File: config.mk
export PLATFORM = sky130hd
export DESIGN_NAME = kct_ctrl
export DESIGN_NICKNAME = d
export VERILOG_FILES = /design/src/hw/rtl/kct_pkg.sv /design/src/hw/rtl/kct_ctrl.sv
export SDC_FILE = /design/constraint.sdc
export NUM_CORES = 1
export LEC_CHECK = 0
export ABC_CLOCK_PERIOD_IN_PS = 3200
export BUFFER_PORTS_ARGS = -buffer_cell sky130_fd_sc_hd__buf_2
export CAP_MARGIN = 15
export CORE_AREA = 2 2 39 41
export DETAILED_ROUTE_END_ITERATION = 8
export DIE_AREA = 0 0 41 43
export PLACE_DENSITY_LB_ADDON = 0.12
export SYNTH_ARGS = -nofsm -noshare
export SYNTH_HDL_FRONTEND = slang
export SYNTH_SLANG_ARGS = --single-unit
File: constraint.sdc
create_clock -name clk_i -period 3.2 [get_ports clk_i]
set_input_delay 0.64 -clock clk_i [delete_from_list [all_inputs] [get_ports clk_i]]
set_output_delay 0.64 -clock clk_i [all_outputs]
set_load 0.01 [all_outputs]
File: src/hw/rtl/kct_pkg.sv
// Shared types, codes and default sizes for the keyed class table.
// Used by the channel interfaces and by every module of the block but kct_ram; depends on nothing.
`timescale 1ns / 1ps

package kct_pkg;

  localparam int unsigned MAX_PINGS     = 64;
  localparam int unsigned MAX_BEAMS     = 256;
  localparam int unsigned MAX_MULTIPING = 4;

  localparam int unsigned ACTION_W   = 2;
  localparam int unsigned PING_W     = 32;
  localparam int unsigned IDX_W      = 32;
  localparam int unsigned CLASS_W    = 16;
  localparam int unsigned STATUS_W   = 2;
  localparam int unsigned CFG_IDX_W  = 1;
  localparam int unsigned BEAM_CNT_W = 9;
  localparam int unsigned MP_CNT_W   = 3;
  localparam int unsigned CFG_DATA_W = BEAM_CNT_W;

  localparam logic [BEAM_CNT_W-1:0] BEAM_CNT_RST = BEAM_CNT_W'(256);
  localparam logic [MP_CNT_W-1:0]   MP_CNT_RST   = MP_CNT_W'(1);

  typedef enum logic [ACTION_W-1:0] {
    ACT_LOOKUP = 2'd0,
    ACT_INSERT = 2'd1,
    ACT_CLEAR  = 2'd2,
    ACT_NOP    = 2'd3
  } kct_action_e;

  typedef enum logic [STATUS_W-1:0] {
    ST_OK        = 2'd0,
    ST_NOT_FOUND = 2'd1,
    ST_RANGE     = 2'd2,
    ST_FULL      = 2'd3
  } kct_status_e;

  typedef enum logic [CFG_IDX_W-1:0] {
    CFG_BEAM_COUNT      = 1'b0,
    CFG_MULTIPING_COUNT = 1'b1
  } kct_cfg_reg_e;

  typedef struct packed {
    logic load_in;
    logic eval;
    logic load_addr;
    logic mem_wr;
    logic sweep_wr;
    logic out_ld;
  } kct_cmd_t;

  typedef struct packed {
    logic is_clear;
    logic need_rd;
    logic need_wr;
    logic sweep_last;
    logic out_busy;
  } kct_sts_t;

endpackage

File: src/hw/rtl/kct_ctrl.sv
// Controller of the keyed class table: sequences accept, key search, address, access,
// clearing sweep and result hand-off. Depends on kct_pkg.
`timescale 1ns / 1ps

module kct_ctrl (
  input  logic              clk_i,
  input  logic              rst_ni,
  input  logic              in_valid_i,
  output logic              in_ready_o,
  input  kct_pkg::kct_sts_t sts_i,
  output kct_pkg::kct_cmd_t cmd_o
);

  typedef enum logic [2:0] {
    S_SWEEP,
    S_IDLE,
    S_EVAL,
    S_ADDR,
    S_ACCESS,
    S_FINISH
  } state_e;

  state_e state_q, state_d;
  logic   emit_q, emit_d;

  always_comb begin
    state_d = state_q;
    emit_d  = emit_q;
    cmd_o   = '0;
    unique case (state_q)
      S_SWEEP: begin
        cmd_o.sweep_wr = 1'b1;
        if (sts_i.sweep_last) begin
          state_d = emit_q ? S_FINISH : S_IDLE;
          emit_d  = 1'b0;
        end
      end
      S_IDLE: begin
        if (in_valid_i) begin
          cmd_o.load_in = 1'b1;
          state_d       = S_EVAL;
        end
      end
      S_EVAL: begin
        cmd_o.eval = 1'b1;
        state_d    = S_ADDR;
      end
      S_ADDR: begin
        cmd_o.load_addr = 1'b1;
        if (sts_i.is_clear) begin
          state_d = S_SWEEP;
          emit_d  = 1'b1;
        end else if (sts_i.need_rd || sts_i.need_wr) begin
          state_d = S_ACCESS;
        end else begin
          state_d = S_FINISH;
        end
      end
      S_ACCESS: begin
        cmd_o.mem_wr = sts_i.need_wr;
        state_d      = S_FINISH;
      end
      S_FINISH: begin
        if (!sts_i.out_busy) begin
          cmd_o.out_ld = 1'b1;
          state_d      = S_IDLE;
        end
      end
      default: state_d = S_IDLE;
    endcase
  end

  always_ff @(posedge clk_i or negedge rst_ni) begin
    if (!rst_ni) begin
      state_q <= S_SWEEP;
      emit_q  <= 1'b0;
    end else begin
      state_q <= state_d;
      emit_q  <= emit_d;
    end
  end

  assign in_ready_o = (state_q == S_IDLE);

endmodule

==> metrics.cfg, run 1 <==
[critical_path]
cp.required_ns = 2.56
critical_path.slowest_cell = sky130_fd_sc_hd__dfrtp_1
critical_path.cell_chain = nand2b_1, nor2_1, and2_1, buf_2
cp.arrival_ns = 1.33
worstSetupStartpointType = flop
cp-end-kind = output port
critPathMaxStageDelay_ns = 0.50
criticalPathCategory = flop to output port
worst-path-max-fanout = 14

[cts]
cts_buffer_depth = 2
cts_post_setup_buffers_inserted = 0
clk_transition_reported_paths_ns = 0.04
skew_pair_late_insertion_delay_ns = 0.23
cts_root_buf = sky130_fd_sc_hd__clkbuf_4
holdBufCountCts = 0
tritoncts.num_buffers = 3
cts_tree = yes
cts_htree_levels = 1
clock_sink_count = 4
post_cts_resize_count = 0

[synthesis]
synth_area_leaders = sky130_fd_sc_hd__dfrtp_1 (30%), sky130_fd_sc_hd__nor4b_4 (7.2%), sky130_fd_sc_hd__buf_6 (6.8%)
synth_largest_type_area_fraction_pct = 30.4
post_synth.cell_area_avg_um2 = 9.40
register_bit_total_from_synthesis = 4
synth_cells = 35
synth_nets = 43
synth_top_area_cell = sky130_fd_sc_hd__dfrtp_1
count_of_distinct_cell_types_in_the_synthesized_netlist = 25
synth_sequential_area_ratio_pct = 30.4
total_standard_cell_area_after_synthesis_um2 = 329
ys.warnings.count = 0

[pwr]
power.switching_fraction_pct = 42.2
cellPowerDensity_nw_per_um2 = 867
power.clock.fraction_pct = 17.5
pwr-share-comb_pct = 46.8
fin_total_pwr_mw = 0.350
leakage_nw = 0.204
vdd_drop_max_mv = 0.318
netSwitchingPower_mw = 0.148
power.internal_mw = 0.203
pwr-share-seq_pct = 35.8

[place]
post-place-ws_ns = 1.46
gp_routability_congestion = 0.667
post_dp_cell_area_um2 = 382
portBuffers = 14
dpl.cell_count = 61

[die]
placeableCoreArea_um2 = 1380
starting_density_of_the_core_pct = 23.8
die-area_um2 = 1760
die_y_um = 43
dieWidth_um = 41
design.portCount = 15
standard_cell_rows = 14

[timing]
slew-limit-headroom_pct = 75.7
final.min_clock_period_ns = 1.97
worst-slew-pin-transition_ns = 0.364
setup-violations-final = 0
max_transition_viols_final = 0
finalHoldViolations = 0
achievable-frequency_mhz = 507
skew_final_ns = 0.000265
setup_tns_ns = 0
timing.final.ws_setup_ns = 1.23
whs_ns = 0.201
rsz0062_at_grt = no
final.period_utilization_pct = 61.6

[drt]
postRouteWirelength_um = 653
num_vias = 305
drc = 0
avgViaCountPerCell = 4.77
drt_pre_antenna_iters = 2
routedWlPerCell_um = 10.2
route.antenna.remaining_nets = 0
drt_iter0_markers = 1

[min_path]
hp-class = primary input to async pin

[layout]
area_growth_pct = 22.8
layout_cells_sized_above_1_pct = 43.8
finish.instance_area_um2 = 404
finish.net_count = 58
diodes = 0
stdcell_count = 64
final_core_util_pct = 29.2

[grt]
first_pass_grt_wire_length_um = 1150
antenna_violations_before_repair = 0
grt_max_degree = 15
globalRouteTotalUtil_pct = 9.99
grt.overflow.total = 0
grt_pass1_vias = 298

[run]
cap_viol_max_count = 0

[status]
outcome = complete, no violations

## routing by layer
metal	up-vias	track usage [%]	wire length [um]
met5	-	0	0
met4	0	10.0	18
met3	2	3.14	38
met2	9	13.8	300
met1	140	11.1	296
li1	154	-	-
## synthesized netlist by cell type
master,number
sky130_fd_sc_hd__dfrtp_1,4
sky130_fd_sc_hd__nor2_1,3
sky130_fd_sc_hd__buf_4,2
sky130_fd_sc_hd__buf_6,2
sky130_fd_sc_hd__nand2_1,2
sky130_fd_sc_hd__nand2b_1,2
sky130_fd_sc_hd__nor3_1,2
sky130_fd_sc_hd__a21o_1,1
sky130_fd_sc_hd__a21oi_1,1
sky130_fd_sc_hd__a221oi_1,1
sky130_fd_sc_hd__a221oi_2,1
sky130_fd_sc_hd__a22o_1,1
sky130_fd_sc_hd__a31o_1,1
sky130_fd_sc_hd__and2_1,1
sky130_fd_sc_hd__and3_1,1
sky130_fd_sc_hd__and3_2,1
sky130_fd_sc_hd__inv_1,1
sky130_fd_sc_hd__inv_2,1
sky130_fd_sc_hd__mux2i_1,1
sky130_fd_sc_hd__nand3b_1,1
sky130_fd_sc_hd__nor2b_1,1
sky130_fd_sc_hd__nor3b_1,1
sky130_fd_sc_hd__nor4b_4,1
sky130_fd_sc_hd__o21ai_0,1
sky130_fd_sc_hd__o32ai_1,1
## final timing paths
kind	start	end	slack (ns)	cells past startpoint
worst max-delay path	state_q[1]$_DFFE_PN0P_	cmd_o[5]	1.23	4
worst min-delay path	rst_ni	emit_q$_DFFE_PN0P_	0.20	1
worst min register to register	emit_q$_DFFE_PN0P_	emit_q$_DFFE_PN0P_	0.53	1
worst max register to register	state_q[0]$_DFFE_PN0P_	state_q[2]$_DFFE_PN0P_	2.00	3
min in group clk_i	emit_q$_DFFE_PN0P_	emit_q$_DFFE_PN0P_	0.53	1
max in group asynchronous	rst_ni	state_q[1]$_DFFE_PN0P_	2.89	1
## layout by cell type, fill, tap and decap left out
| cell type | n |
|---|---|
| sky130_fd_sc_hd__nor2_1 | 3 |
| sky130_fd_sc_hd__a221oi_2 | 1 |
| sky130_fd_sc_hd__o21ai_0 | 1 |
| sky130_fd_sc_hd__mux2i_1 | 1 |
| sky130_fd_sc_hd__and3_2 | 1 |
| sky130_fd_sc_hd__nor3b_1 | 1 |
| sky130_fd_sc_hd__nand3b_1 | 1 |
| sky130_fd_sc_hd__nor2b_1 | 1 |
| sky130_fd_sc_hd__nor4b_4 | 1 |
| sky130_fd_sc_hd__and2_1 | 1 |
| sky130_fd_sc_hd__and3_1 | 1 |
| sky130_fd_sc_hd__dfrtp_1 | 4 |
| sky130_fd_sc_hd__o32ai_1 | 1 |
| sky130_fd_sc_hd__a22o_1 | 1 |
| sky130_fd_sc_hd__nand2b_1 | 2 |
| sky130_fd_sc_hd__a21o_1 | 1 |
| sky130_fd_sc_hd__a31o_1 | 1 |
| sky130_fd_sc_hd__inv_2 | 1 |
| sky130_fd_sc_hd__inv_1 | 1 |
| sky130_fd_sc_hd__a221oi_1 | 1 |
| sky130_fd_sc_hd__a21oi_1 | 1 |
| sky130_fd_sc_hd__clkbuf_4 | 3 |
| sky130_fd_sc_hd__nand2_1 | 2 |
| sky130_fd_sc_hd__nor3_1 | 2 |
| sky130_fd_sc_hd__buf_2 | 14 |
## area by class of cell
type / count / area (um2)
Fill cell: 163 / 980
Multi-Input combinational cell: 25 / 184
Sequential cell: 4 / 100
Timing Repair Buffer: 14 / 70.1
Clock buffer: 3 / 22.5
Tap cell: 16 / 20.0
Inverter: 2 / 7.51
## worst max-delay path, delay by kind of cell, from the launching register on
kind	cells	cell delay [ns]
and+or+nand+nor	3	0.48
buffers and inverters	1	0.12
DFF	1	0.50
## power groups by stage
stage          registers (mW)  logic, mW  clock network [mW]
2_1_floorplan          0.0898      0.179                   0
3_3_place_gp            0.126      0.166                   0
3_5_place_dp            0.127      0.167                   0
4_1_cts                 0.126      0.168              0.0656
5_1_grt                 0.135      0.187              0.0720
6_report                0.125      0.164              0.0613
## sequential cells by signal, indices dropped and copies added (netlist names)
register / count
emit_q: 1
state_q: 3
## cells by family (layout without fill, tap and decap cells)
group	Yosys count	in the layout	share of synthesized area (%)
flip-flops	4	4	30.4
multiplexers	1	1	3.04
AND/OR/NAND/NOR	16	16	32.3
AO/OA/AOI/OAI	8	8	20.5
buffers and inverters	6	19	13.7
(Power assumes the default switching activity.)
==> run 2: changes to the inputs <==
ABC_AREA = 1   (was not set)
ABC_CLOCK_PERIOD_IN_PS = 1800   (was 3200)
clock period = 1.8 ns   (was 3.2 ns; I/O delays follow)
==> run 2 against run 1 <==
- hold slack improved by 0.16 ns
- sequential cell count unchanged
- non-clock buffer count up 1
==> metrics.cfg, run 2 <==
[drt]
drt_pre_antenna_iters = 4  ; +2
num_vias = 338  ; +11%
postRouteWirelength_um = 692  ; +6.0%
drt_iter0_markers = 6  ; +5
routedWlPerCell_um = 8.54  ; -16%
avgViaCountPerCell = 4.17  ; -12%
drc = 0  ; unchanged
route.antenna.remaining_nets = 0  ; unchanged

[synthesis]
dominant_synthesized_flop_cell = sky130_fd_sc_hd__dfrtp_1
ys.warnings.count = 0  ; unchanged
total_standard_cell_area_after_synthesis_um2 = 310  ; -5.7%
count_of_distinct_cell_types_in_the_synthesized_netlist = 16  ; -36%
synth_top_area_cell = sky130_fd_sc_hd__dfrtp_1
synth_enable_flop_cells = 0  ; unchanged
synthTopCellsByCount = sky130_fd_sc_hd__inv_1 (10), sky130_fd_sc_hd__nand2_1 (10), sky130_fd_sc_hd__nor2_1 (5), sky130_fd_sc_hd__dfrtp_1 (4), sky130_fd_sc_hd__nand3_1 (4)
post_synth.cell_area_avg_um2 = 6.46  ; -31%
register_bit_total_from_synthesis = 4  ; unchanged
synth_cells = 48  ; +37%
synth_sequential_area_ratio_pct = 32.3  ; +1.8 points
synth_area_leaders = sky130_fd_sc_hd__dfrtp_1 (32%), sky130_fd_sc_hd__inv_1 (12%), sky130_fd_sc_hd__nand2_1 (12%)
synth_largest_type_area_fraction_pct = 32.3  ; +1.8 points
ys_async_sr_fraction_pct = 100  ; unchanged
synth_nets = 56  ; +30%

[timing]
rsz0062_at_grt = no
achievable-frequency_mhz = 647
setup_tns_ns = 0  ; unchanged
finalHoldViolations = 0  ; unchanged
setup-violations-final = 0  ; unchanged
worst-slew-pin-transition_ns = 0.249  ; -0.115 ns
max_transition_viols_final = 0  ; unchanged
skew_final_ns = 0.00594  ; +0.00567 ns
final.period_utilization_pct = 85.8
slew-limit-headroom_pct = 83.4  ; +7.7 points
final.min_clock_period_ns = 1.54

[status]
outcome = complete, no violations

[cts]
clk_transition_reported_paths_ns = 0.04  ; about the same
clock_sink_count = 4  ; unchanged
cts_buffer_depth = 2  ; unchanged
cts_htree_levels = 1  ; unchanged
cts_root_buf = sky130_fd_sc_hd__clkbuf_4
cts_tree = yes
tritoncts.num_buffers = 3  ; unchanged
skew_pair_late_insertion_delay_ns = 0.24  ; about the same

[layout]
diodes = 0  ; unchanged
layout_cells_sized_above_1_pct = 38.5  ; -5.3 points
layout_common_cells = sky130_fd_sc_hd__buf_2 (14), sky130_fd_sc_hd__inv_1 (10), sky130_fd_sc_hd__nand2_1 (10)
largest-register = state_q
final_core_util_pct = 30.7  ; +1.5 points
layout_top_registers = state_q x3, emit_q x1
layout.cells.most_common = sky130_fd_sc_hd__buf_2
area_growth_pct = 37.1
finish.net_count = 75  ; +29%
largest_reg_flops = 3  ; unchanged

[grt]
globalRouteTotalUtil_pct = 10.1  ; +0.081 points
first_pass_grt_wire_length_um = 1150  ; unchanged
antenna_violations_before_repair = 0  ; unchanged
grt_max_degree = 8  ; -7
grt.overflow.total = 0  ; unchanged
grt_pass1_vias = 290  ; -2.7%

[critical_path]
cp-end-kind = output port
cp.required_ns = 1.44  ; -1.12 ns
cp.arrival_ns = 1.18  ; -0.15 ns
criticalPathCategory = flop to output port
worstSetupStartpointType = flop
worst-path-max-fanout = 6  ; -8

[die]
dieWidth_um = 41  ; unchanged
design.portCount = 15  ; unchanged
starting_density_of_the_core_pct = 22.4  ; -1.4 points
standard_cell_rows = 14  ; unchanged
placeableCoreArea_um2 = 1380  ; unchanged
die-area_um2 = 1760  ; unchanged
die_y_um = 43  ; unchanged

[place]
detailed_place_hpwl_um = 557
gp_routability_congestion = 0.679  ; +1.8%
portBuffers = 14  ; unchanged

[pwr]
vdd_drop_max_mv = 0.574  ; +80%
leakage_nw = 0.275  ; +35%
cellPowerDensity_nw_per_um2 = 1500  ; +72%

[run]
cap_viol_max_count = 0  ; unchanged

[min_path]
hp-class = primary input to flop

run 2: metrics by stage:
| stage | worst slack (ns) | instances | hold WS (ns) | area [um2] | total power, mW |
|---|---|---|---|---|---|
| after floorplan | 0.629 | 48 | 0.0644 | 310 | 0.434 |
| after global placement | 0.521 | 77 | 0.172 | 393 | 0.536 |
| after detailed placement | 0.503 | 77 | 0.170 | 393 | 0.526 |
| after CTS | 0.247 | 81 | 0.369 | 425 | 0.647 |
| after global routing | 0.156 | 81 | 0.401 | 425 | 0.711 |
| final | 0.255 | 81 | 0.361 | 425 | 0.636 |
run 2: final cells by class:
cell class | count | area [um2]
Tap cell | 16 | 20.0
Fill cell | 157 | 958
Inverter | 12 | 45.0
Clock buffer | 3 | 22.5
Timing Repair Buffer | 15 | 80.1
Multi-Input combinational cell | 31 | 158
Sequential cell | 4 | 100
run 2: logic make-up (layout without fill, tap and decap cells):
| group | after synthesis | after routing | share of synthesized area, % |
|---|---|---|---|
| compound gates | 4 | 4 | 7.66 |
| buf+inv | 13 | 30 | 16.9 |
| flops | 4 | 4 | 32.3 |
| simple gates | 27 | 27 | 43.1 |
run 2: routing by layer:
metal	vias to the layer above	global-route usage (%)	part of all wire, %
li1	182	-	-
met1	145	12.7	43
met2	11	13.4	46
met3	0	9.42	11
met4	0	0	0
met5	-	0	0
run 2: report_power, final:
part           switching, mW  total, mW  internal (mW)
combinational          0.208      0.343          0.136
sequential            0.0492      0.178          0.129
clock                 0.0398      0.115         0.0748
run 2: path summary, 6_finish.rpt:
kind | slack (ns) | end | start | cells after the start
max | 0.26 | cmd_o[2] | state_q[0]$_DFFE_PN0P_ | 3
min in group asynchronous | 0.45 | emit_q$_DFFE_PN0P_ | rst_ni | 2
min | 0.36 | emit_q$_DFFE_PN0P_ | sts_i[4] | 3
max reg2reg | 0.68 | state_q[2]$_DFFE_PN0P_ | state_q[0]$_DFFE_PN0P_ | 4
min reg2reg | 0.49 | emit_q$_DFFE_PN0P_ | emit_q$_DFFE_PN0P_ | 2
max in group asynchronous | 1.22 | state_q[1]$_DFFE_PN0P_ | rst_ni | 2
run 2: worst max-delay path, cell delays in order (launching register included):
cell	delay, ns
sky130_fd_sc_hd__dfrtp_1	0.43
sky130_fd_sc_hd__nor2_1	0.22
sky130_fd_sc_hd__and3_1	0.17
sky130_fd_sc_hd__buf_2	0.12
run 2: what timing repair did:
| action | CTS | global route |
|---|---|---|
| endpoints found under the hold margin | 4 | 0 |
| hold buffers | 1 | 0 |
| buffers inserted | 0 | 0 |
| gates resized for setup | 0 | 0 |
==> run 3: changes to the inputs <==
CTS_BUF_LIST = sky130_fd_sc_hd__clkbuf_4   (was not set)
RECOVER_POWER = 25   (was not set)
==> run 3 against run 2 <==
- clock-buffer cell count unchanged
- sequential cell count did not move
- fmax barely moved
- clock skew about the same
- design area down 0.29%
- first-iteration DRC count rose by 17%
- clock power barely moved
- die area stayed put
- largest cell class unchanged
==> metrics.cfg, run 3 (same netlist as run 2, synthesis figures left out) <==
[run]
cap_viol_max_count = 0  ; unchanged

[timing]
whs_ns = 0.361  ; -0.000128 ns
final.min_clock_period_ns = 1.54  ; +0.00000200 ns
setup-violations-final = 0  ; unchanged
setup_tns_ns = 0  ; unchanged
slew-limit-headroom_pct = 83.4  ; unchanged
achievable-frequency_mhz = 647  ; about the same
finalHoldViolations = 0  ; unchanged
rsz0062_at_grt = no
skew_final_ns = 0.00590  ; -0.0000432 ns
worst-slew-pin-transition_ns = 0.249  ; -0.000000119 ns
final.period_utilization_pct = 85.8  ; about the same
max_transition_viols_final = 0  ; unchanged

[layout]
layout_common_cells = sky130_fd_sc_hd__buf_2 (13), sky130_fd_sc_hd__inv_1 (10), sky130_fd_sc_hd__nand2_1 (10)
layout_fillers = 158  ; +0.64%
layout_cells_sized_above_1_pct = 36.9  ; -1.5 points
multi_input_area_um2 = 158  ; unchanged
area_growth_pct = 36.7
largest_reg_flops = 3  ; unchanged
layout_top_registers = state_q x3, emit_q x1
finish.net_count = 75  ; unchanged
seq_cell_area_um2 = 100  ; unchanged
diodes = 0  ; unchanged
largest-register = state_q
layout.cells.most_common = sky130_fd_sc_hd__buf_2

[place]
gp_routability_congestion = 0.679  ; unchanged
detailed_place_hpwl_um = 557  ; unchanged
portBuffers = 14  ; unchanged

[pwr]
leakage_nw = 0.272  ; -1.0%
cellPowerDensity_nw_per_um2 = 1500  ; +0.25%
vdd_drop_max_mv = 0.574  ; about the same

[grt]
globalRouteTotalUtil_pct = 10.1  ; unchanged
antenna_violations_before_repair = 0  ; unchanged
grt_pass1_vias = 290  ; unchanged
grt_max_degree = 8  ; unchanged
grt.overflow.total = 0  ; unchanged
first_pass_grt_wire_length_um = 1150  ; unchanged

[critical_path]
timing.rr.start = state_q[0]$_DFFE_PN0P_
critical_path.cell_chain = nor2_1, and3_1, buf_2
critPathTopFamily = flip-flops
setup.reg_to_reg.worst_slack_ns = 0.68  ; about the same
worstSetupStartpointType = flop
path_buf_inv = 1  ; unchanged
r2r_cells = 4  ; unchanged
cp.required_ns = 1.44  ; about the same
cp.arrival_ns = 1.18  ; about the same
worst-path-max-fanout = 6  ; unchanged
critical_path.slowest_cell = sky130_fd_sc_hd__dfrtp_1
criticalPathCategory = flop to output port
r2r_end = state_q[2]$_DFFE_PN0P_
cp-end-kind = output port
critPathMaxStageDelay_ns = 0.43  ; about the same

[drt]
postRouteWirelength_um = 692  ; unchanged
route.antenna.remaining_nets = 0  ; unchanged
num_vias = 339  ; +0.30%
drt_iter0_markers = 7  ; +1
avgViaCountPerCell = 4.19  ; +0.30%
drc = 0  ; unchanged
routedWlPerCell_um = 8.54  ; unchanged
drt_pre_antenna_iters = 4  ; unchanged

[die]
starting_density_of_the_core_pct = 22.4  ; unchanged
design.portCount = 15  ; unchanged
dieWidth_um = 41  ; unchanged
die-area_um2 = 1760  ; unchanged
die_y_um = 43  ; unchanged
standard_cell_rows = 14  ; unchanged
placeableCoreArea_um2 = 1380  ; unchanged

[cts]
cts_buffer_depth = 2  ; unchanged
cts_htree_levels = 1  ; unchanged
cts_root_buf = sky130_fd_sc_hd__clkbuf_4
cts_tree = yes
skew_pair_late_insertion_delay_ns = 0.24  ; about the same
clk_transition_reported_paths_ns = 0.04  ; about the same
clock_sink_count = 4  ; unchanged
post_cts_resize_count = 0  ; unchanged
tritoncts.num_buffers = 3  ; unchanged

[min_path]
min_from = sts_i[4]
holdPathEnd = emit_q$_DFFE_PN0P_
hp-class = primary input to flop
hold_path_depth = 3  ; unchanged

[status]
outcome = complete, no violations

-- run 3: changes by cell type in the layout (fill, tap and decap cells not counted), sizes merged --
cell,before,now
buf,14,13
clkbuf,3,4
-- run 3: power by group --
part	total (mW)	switching [mW]	leakage, nW	internal (mW)
combinational	0.343	0.208	0.208	0.135
sequential	0.178	0.0492	0.0504	0.129
clock	0.115	0.0399	0.0138	0.0748
-- run 3: worst max-delay path by stage --
| stage | start | depth (start not counted) | end |
|---|---|---|---|
| after floorplan | state_q[0]$_DFFE_PN0P_ | 2 | cmd_o[2] |
| after global placement | state_q[0]$_DFFE_PN0P_ | 3 | cmd_o[2] |
| after detailed placement | state_q[0]$_DFFE_PN0P_ | 3 | cmd_o[2] |
| after CTS | state_q[0]$_DFFE_PN0P_ | 3 | cmd_o[2] |
| after global routing | state_q[0]$_DFFE_PN0P_ | 3 | cmd_o[2] |
| final | state_q[0]$_DFFE_PN0P_ | 3 | cmd_o[2] |
-- run 3: layer usage --
metal | share of wire, % | wire (um) | GRT usage, %
met3 | 11 | 73 | 9.42
met4 | 0 | 0 | 0
met5 | 0 | 0 | 0
met1 | 42 | 291 | 12.7
met2 | 47 | 327 | 13.4
-- run 3: what timing repair did --
item                      CTS  global route
hold endpoints to repair    4             0
buffers inserted            0             0
hold buffers                1             0
-- run 3: layout make-up --
class | instances | area share (%)
Tap cell | 16 | 4.72
Sequential cell | 4 | 23.6
Inverter | 12 | 10.6
Multi-Input combinational cell | 31 | 37.2
Clock buffer | 3 | 5.31
Timing Repair Buffer | 15 | 18.6
-- run 3: worst register-to-register path, delay by kind of cell (launching register included) --
family          cells  cell delay, ns
flops               1            0.43
simple gates        3            0.50
compound gates      1            0.07
-- run 3: per-stage QoR --
stage          util, %  setup slack, ns  power, mW  instance area [um2]  instances
4_1_cts           30.7            0.247      0.647                  425         81
3_5_place_dp      28.4            0.503      0.526                  393         77
6_report          30.7            0.255      0.636                  424         81
5_1_grt           30.7            0.156      0.710                  424         81
2_1_floorplan        -            0.629      0.434                  310         48
3_3_place_gp      28.4            0.521      0.536                  393         77
